[src/design/btb_pkg.sv]
// Shared types and codes for the branch target buffer.
package btb_pkg;

  localparam int BTB_ENTRIES = 16;

  localparam logic [1:0] CMD_INSERT  = 2'd0;
  localparam logic [1:0] CMD_PREDICT = 2'd1;
  localparam logic [1:0] CMD_UPDATE  = 2'd2;

  localparam logic [1:0] KIND_JUMP = 2'd1;
  localparam logic [1:0] KIND_BEQ  = 2'd2;

  localparam logic [1:0] PRED_UNKNOWN   = 2'd0;
  localparam logic [1:0] PRED_NOT_TAKEN = 2'd1;
  localparam logic [1:0] PRED_TAKEN     = 2'd2;

  localparam logic [31:0] PC_STEP = 32'd4;

  typedef struct packed {
    logic [1:0]         cmd;
    logic [31:0]        pc;
    logic [1:0]         branch_kind;
    logic signed [31:0] imm;
    logic               taken;
  } btb_req_t;

  typedef struct packed {
    logic [31:0] next_pc;
    logic [1:0]  prediction;
  } btb_rsp_t;

  // Command token that walks the row of entry cells, one cell per cycle.
  typedef struct packed {
    logic        active;
    logic        done;
    logic [1:0]  cmd;
    logic [31:0] pc;
    logic        insert_ok;
    logic [31:0] target;
    logic        taken;
    logic [31:0] next_pc;
    logic [1:0]  prediction;
  } btb_tok_t;

  typedef enum logic {
    ST_IDLE,
    ST_WALK
  } btb_state_t;

endpackage

[src/design/btb_cell.sv]
// One entry of the buffer together with its stage of the command token chain.
module btb_cell (
  input  logic              clk,
  input  logic              rst,
  input  btb_pkg::btb_tok_t tok_in,
  output btb_pkg::btb_tok_t tok_out
);
  import btb_pkg::*;

  logic        valid;
  logic [31:0] entry_pc;
  logic [31:0] entry_target;
  logic        entry_taken;
  logic        entry_unset;

  logic     live;
  logic     hit;
  logic     wr_new;
  logic     wr_upd;
  btb_tok_t tok_next;

  assign live = tok_in.active && !tok_in.done;
  assign hit  = live && valid && (entry_pc == tok_in.pc);

  always_comb begin
    tok_next = tok_in;
    wr_new   = 1'b0;
    wr_upd   = 1'b0;
    if (live) begin
      case (tok_in.cmd)
        CMD_INSERT: begin
          // Entries fill from the low end and never empty, so the first free
          // cell means the PC is in no later cell either.
          if (hit) begin
            tok_next.done = 1'b1;
          end else if (!valid) begin
            wr_new        = tok_in.insert_ok;
            tok_next.done = 1'b1;
          end
        end
        CMD_PREDICT: begin
          if (hit) begin
            tok_next.done = 1'b1;
            if (entry_taken) begin
              tok_next.next_pc = entry_target;
            end
            if (!entry_unset) begin
              tok_next.prediction = entry_taken ? PRED_TAKEN : PRED_NOT_TAKEN;
            end
          end
        end
        CMD_UPDATE: begin
          if (hit) begin
            tok_next.done = 1'b1;
            wr_upd        = 1'b1;
          end
        end
        default: begin
          tok_next.done = 1'b1;
        end
      endcase
    end
  end

  always_ff @(posedge clk) begin
    if (rst) begin
      valid <= 1'b0;
    end else if (wr_new) begin
      valid <= 1'b1;
    end
  end

  always_ff @(posedge clk) begin
    if (wr_new) begin
      entry_pc     <= tok_in.pc;
      entry_target <= tok_in.target;
      entry_taken  <= 1'b0;
      entry_unset  <= 1'b1;
    end else if (wr_upd) begin
      entry_taken <= tok_in.taken;
      entry_unset <= 1'b0;
    end
  end

  // Only the active flag is reset; the rest of the token is plain data.
  always_ff @(posedge clk) begin
    if (rst) begin
      tok_out.active <= 1'b0;
    end else begin
      tok_out.active <= tok_next.active;
    end
    tok_out.done       <= tok_next.done;
    tok_out.cmd        <= tok_next.cmd;
    tok_out.pc         <= tok_next.pc;
    tok_out.insert_ok  <= tok_next.insert_ok;
    tok_out.target     <= tok_next.target;
    tok_out.taken      <= tok_next.taken;
    tok_out.next_pc    <= tok_next.next_pc;
    tok_out.prediction <= tok_next.prediction;
  end

endmodule

[src/design/branch_target_buffer_top.sv]
// Fully associative branch target buffer with a one-bit predictor per entry.
// An accepted command becomes a token that walks a row of ENTRIES entry cells,
// one cell per clock, and the response is registered once the token leaves
// the row. A new request is stalled while a token walks the row, so only one
// command is in flight at a time.
// A finished response waits in an output register, and the next request is
// taken in the same cycle that response transfers. Insert, update and unknown
// commands return a response with both fields zero.
module branch_target_buffer_top #(
  parameter int ENTRIES = btb_pkg::BTB_ENTRIES
) (
  input  logic              clk,
  input  logic              rst,
  input  logic              req_valid,
  output logic              req_stall,
  input  btb_pkg::btb_req_t req,
  output logic              rsp_valid,
  input  logic              rsp_stall,
  output btb_pkg::btb_rsp_t rsp
);
  import btb_pkg::*;

  btb_state_t state;
  btb_state_t state_next;
  btb_tok_t   tok [ENTRIES+1];
  logic       accept;
  logic       tok_done;

  assign accept   = req_valid && !req_stall;
  assign tok_done = tok[ENTRIES].active;

  always_comb begin
    tok[0].active     = accept;
    tok[0].done       = 1'b0;
    tok[0].cmd        = req.cmd;
    tok[0].pc         = req.pc;
    tok[0].insert_ok  = (req.branch_kind == KIND_JUMP) || (req.branch_kind == KIND_BEQ);
    tok[0].target     = (req.branch_kind == KIND_JUMP) ? $unsigned(req.imm)
                                                       : req.pc + PC_STEP + $unsigned(req.imm);
    tok[0].taken      = req.taken;
    tok[0].next_pc    = (req.cmd == CMD_PREDICT) ? req.pc + PC_STEP : '0;
    tok[0].prediction = PRED_UNKNOWN;
  end

  for (genvar i = 0; i < ENTRIES; i++) begin : g_cell
    btb_cell u_cell (
      .clk     (clk),
      .rst     (rst),
      .tok_in  (tok[i]),
      .tok_out (tok[i+1])
    );
  end

  always_ff @(posedge clk) begin
    if (rst) begin
      state <= ST_IDLE;
    end else begin
      state <= state_next;
    end
  end

  always_comb begin
    state_next = state;
    req_stall  = 1'b1;
    case (state)
      ST_IDLE: begin
        req_stall = rsp_valid && rsp_stall;
        if (req_valid && !req_stall) begin
          state_next = ST_WALK;
        end
      end
      ST_WALK: begin
        if (tok_done) begin
          state_next = ST_IDLE;
        end
      end
      default: begin
        state_next = ST_IDLE;
      end
    endcase
  end

  // Only one token is in flight, and a new one enters only when the output
  // register is empty or transferring, so a finishing token always has room.
  always_ff @(posedge clk) begin
    if (rst) begin
      rsp_valid <= 1'b0;
    end else if (tok_done) begin
      rsp_valid <= 1'b1;
    end else if (!rsp_stall) begin
      rsp_valid <= 1'b0;
    end
  end

  always_ff @(posedge clk) begin
    if (tok_done) begin
      rsp.next_pc    <= tok[ENTRIES].next_pc;
      rsp.prediction <= tok[ENTRIES].prediction;
    end
  end

endmodule

[config.mk]
export PLATFORM = sky130hd
export DESIGN_NAME = branch_target_buffer_top
export DESIGN_NICKNAME = d
export VERILOG_FILES = /design/src/design/btb_pkg.sv /design/src/design/btb_cell.sv /design/src/design/branch_target_buffer_top.sv
export SDC_FILE = /design/constraint.sdc
export NUM_CORES = 2
export LEC_CHECK = 0
export ABC_AREA = 1
export BUFFER_PORTS_ARGS = -buffer_cell sky130_fd_sc_hd__buf_2
export CAP_MARGIN = 25
export CORE_MARGIN = 2
export CORE_UTILIZATION = 55
export CTS_BUF_LIST = sky130_fd_sc_hd__clkbuf_4 sky130_fd_sc_hd__clkbuf_8 sky130_fd_sc_hd__clkbuf_16
export DETAILED_ROUTE_END_ITERATION = 8
export GPL_ROUTABILITY_DRIVEN = 0
export GPL_TIMING_DRIVEN = 0
export MAX_ROUTING_LAYER = met4
export PLACE_DENSITY = 0.74
export SYNTH_ARGS = -nofsm -noshare
export SYNTH_HDL_FRONTEND = slang
export SYNTH_SLANG_ARGS = --single-unit
export TNS_END_PERCENT = 100
[constraint.sdc]
create_clock -name clk -period 9.8 [get_ports clk]
set_input_delay 1.96 -clock clk [delete_from_list [all_inputs] [get_ports clk]]
set_output_delay 1.96 -clock clk [all_outputs]
set_load 0.01 [all_outputs]
==> flow_summary_export.csv <==
group,metric,value,unit
power,power.leakage,44.47,nW
hold_path,hold_depth,0,
timing,finalSetupViolations,0,
logic_synthesis,avgSynthCellArea,10.83,um^2
power,p_per_area,220.5,mW/mm^2
global_routing,grt_start_max_net_pins,35,
setup_path,endpoint_kind,"flop",
logic_synthesis,ys_types,53,
routing,totalWireLength,173.5,mm
timing,worstMarginPinSlew,0.9434,ns
timing,tns,0,ns
routing,viasPerCell,4.891,
clock_tree,cts_setup_buffers,0,
setup_path,path_common_cell,"nand2_1",
setup_path,cp.arrival,5.21,ns
die,core_area,0.1650,mm^2
clock_tree,worstSkewPairLatency,0.85,ns
setup_path,critical_path_buf_inv_count,2,
global_routing,grt_pass1_wl,278.4,mm
timing,hold_ws,0.3101,ns
place,port_buffers,108,
logic_synthesis,ys_seq_area_share,70.84,%
setup_path,ff2ff_path_depth,9,
routing,wl_per_cell,15.48,um
die,start_util,55.36,%
logic_synthesis,synth_fp_nets,8605,
clock_tree,clk_path_buf_depth,3,
setup_path,crit_slowest_cell,"xor2_1",
timing,slew_violations,0,
timing,hold_viol_final,0,
timing,rsz0062_at_grt,"no",
global_routing,gr-total-overflow,0,
logic_synthesis,syn_area,0.09133,mm^2
die,rows,149,
routing,first_iter_violations,3671,
hold_path,hp-class,"reg -> reg",
clock_tree,ctsResizeCount,0,
global_routing,grt_pass1_vias,55420,
timing,finalClockSkew,0.04193,ns
hold_path,min_to,"g_cell[5].u_cell.tok_out[35]",
final_layout,area_delta_synth_final,13.17,%
setup_path,reg2reg_slack,6.95,ns
die,die_y,411.5,um
setup_path,cp_cell_sequence,"buf_2 -> nand2_1 -> nor2_2 -> nand3_2 -> nor2_2 -> nand2_1 -> nor2_1 -> xor2_1 -> inv_1 -> ha_1 -> nand2_1 -> nor2_1 -> nand2_1 -> nor3_1 -> nand2_1 -> nand2_1 -> nand2_1 -> nand3_1 -> nand2_1",
routing,drc,10,
die,die_w,411.5,um
routing,ant_nets,0,
outcome,status,"complete, but fails checks",
job,drv_cap,0,
place,dpl_cell_area,0.09506,mm^2
routing,vias,54810,
final_layout,nets,8978,
clock_tree,cts_buffers,233,
logic_synthesis,synth_cells,8431,
outcome,violations,"design-rule violations",
timing,fin_ws,5.113,ns
place,dp_slack,4.485,ns
setup_path,r2r-start,"rsp_valid",
logic_synthesis,synth-seq-cells,2703,
clock_tree,hold_buffers,0,
clock_tree,clk_pin_slew_worst_paths,0.06,ns
global_routing,grt_usage,21.04,%
routing,dr.pass1.iters,9,
setup_path,r2r_end,"g_cell[0].u_cell.entry_target[13]",
power,irDropWorstVdd,0.0001990,V
clock_tree,cts-htree-levels,4,
logic_synthesis,async_reset_ff_share,0,%
logic_synthesis,ys.flop_type,"dfxtp_1",
setup_path,cp-startpoint,"req[41]",
timing,period_needed,4.687,ns
setup_path,start_kind,"input port",
clock_tree,clock-sinks,2703,
die,die_area,0.1693,mm^2
clock_tree,cts_root_buf,"clkbuf_16",
hold_path,min_from,"g_cell[4].u_cell.tok_out[35]",
clock_tree,cts_tree,"yes",
setup_path,cp_max_fo,8,
setup_path,path_delay_family,"simple AND/OR/NAND/NOR gates",
setup_path,worstSetupPathType,"in -> reg",
logic_synthesis,ys_warn_count,0,
timing,clock.fmax,0.2133,GHz
place,hpwl,126.9,mm
die,pin_count,109,
timing,timing.final.crit_share,47.83,%
setup_path,required,10.32,ns
timing,relSlewSlack,37.11,%
setup_path,critPathMaxStageDelay,0.46,ns
global_routing,antenna_found_initial,3,
final_layout,drive_above_1_share,9.062,%
final_layout,final_area,0.1034,mm^2
logic_synthesis,synth_edf_count,1058,
==> cells in the final DEF, fill, tap and decap left out, types with 17 or more instances in the layout <==
| cell | count |
|---|---|
| xnor2_1 | 173 |
| nor2_1 | 814 |
| buf_12 | 17 |
| clkinv_2 | 46 |
| edfxtp_1 | 1058 |
| nor3_1 | 64 |
| inv_2 | 31 |
| dfxtp_1 | 1645 |
| or2_2 | 28 |
| clkbuf_1 | 61 |
| o21ai_0 | 245 |
| clkbuf_16 | 240 |
| buf_6 | 31 |
| bufinv_16 | 18 |
| o21ai_1 | 91 |
| ha_1 | 100 |
| clkbuf_8 | 42 |
| buf_4 | 35 |
| nand2_2 | 48 |
| xor2_1 | 174 |
| clkbuf_4 | 54 |
| a21oi_1 | 68 |
| nor2_2 | 24 |
| buf_2 | 138 |
| nand3_1 | 313 |
| nand3b_1 | 27 |
| nand2_1 | 2238 |
| clkinv_1 | 19 |
| nand4_1 | 158 |
| inv_1 | 896 |
==> sequential cells by signal, summed over array words and instances (netlist names) <==
| register | count |
|---|---|
| g_cell.u_cell.tok_out | 1595 |
| g_cell.u_cell.entry_pc | 512 |
| g_cell.u_cell.entry_target | 512 |
| rsp | 34 |
| g_cell.u_cell.entry_taken | 16 |
| g_cell.u_cell.entry_unset | 16 |
| g_cell.u_cell.valid | 16 |
| rsp_valid | 1 |
| state | 1 |
==> worst max-delay path by stage <==
stage                                   endpoint  slack [ns]  depth (start not counted)
4_1_cts        g_cell[0].u_cell.entry_target[27]        5.34                         19
6_report       g_cell[0].u_cell.entry_target[27]        5.11                         19
3_5_place_dp   g_cell[0].u_cell.entry_target[27]        4.48                         19
3_3_place_gp              g_cell[0].u_cell.valid       -2.57                          8
5_1_grt        g_cell[0].u_cell.entry_target[27]        5.01                         19
2_1_floorplan       g_cell[0].u_cell.entry_taken        0.38                          8
==> synthesized netlist by cell type (68+ instances only) <==
master | count | area [um^2]
a21oi_1 | 68 | 340.3
dfxtp_1 | 1645 | 32930
edfxtp_1 | 1058 | 31770
ha_1 | 100 | 1251
inv_1 | 910 | 3416
nand2_1 | 2238 | 8401
nand3_1 | 313 | 1567
nand4_1 | 158 | 988.5
nor2_1 | 814 | 3055
o21ai_0 | 245 | 1226
o21ai_1 | 91 | 455.4
xnor2_1 | 173 | 1515
xor2_1 | 174 | 1524
==> power breakdown <==
| part | switching [mW] | internal [mW] |
|---|---|---|
| Sequential | 0.361 | 12.3 |
| Clock | 3.95 | 5.48 |
| Combinational | 0.428 | 0.228 |
| Total | 4.74 | 18.0 |
==> final cells by class <==
type	instances	area, um^2
sequential	2703	64700
buffer	151	962.2
clock buffer	336	6989
timing repair buffer	138	975.9
fill	12040	61630
inverter	932	3498
tap	2189	2739
clock inverter	111	1309
multi-input combinational	4645	22180
antenna	2	5.005
==> cells by family after synthesis <==
group,after synthesis,share of synthesized area (%)
adders and majority gates,101,1.392
and+or+nand+nor,3773,17.17
DFF,2703,70.84
buffers and inverters,1083,4.884
AOI/OAI and AO/OA,424,2.382
xor gates and xnor gates,347,3.328
==> metrics by stage <==
stage          util (%)  std cells  power [mW]
2_1_floorplan         -       8431       13.22
3_3_place_gp      57.35      10730       13.52
3_5_place_dp      57.62      10760       13.58
4_1_cts           62.65      11210       22.96
5_1_grt           62.65      11210       23.53
6_report          62.65      11210       22.79
==> layer usage <==
layer | GRT usage, % | routed length (um) | share of wire, % | vias to the layer above
li1 | - | - | - | 27700
met1 | 22.97 | 68780 | 40 | 25060
met2 | 37.30 | 88250 | 51 | 1539
met3 | 3.341 | 8099 | 4.7 | 509
met4 | 10.13 | 8398 | 4.8 | 0
met5 | - | 0 | 0 | -
No activity file was read; power rests on OpenSTA's default activity.
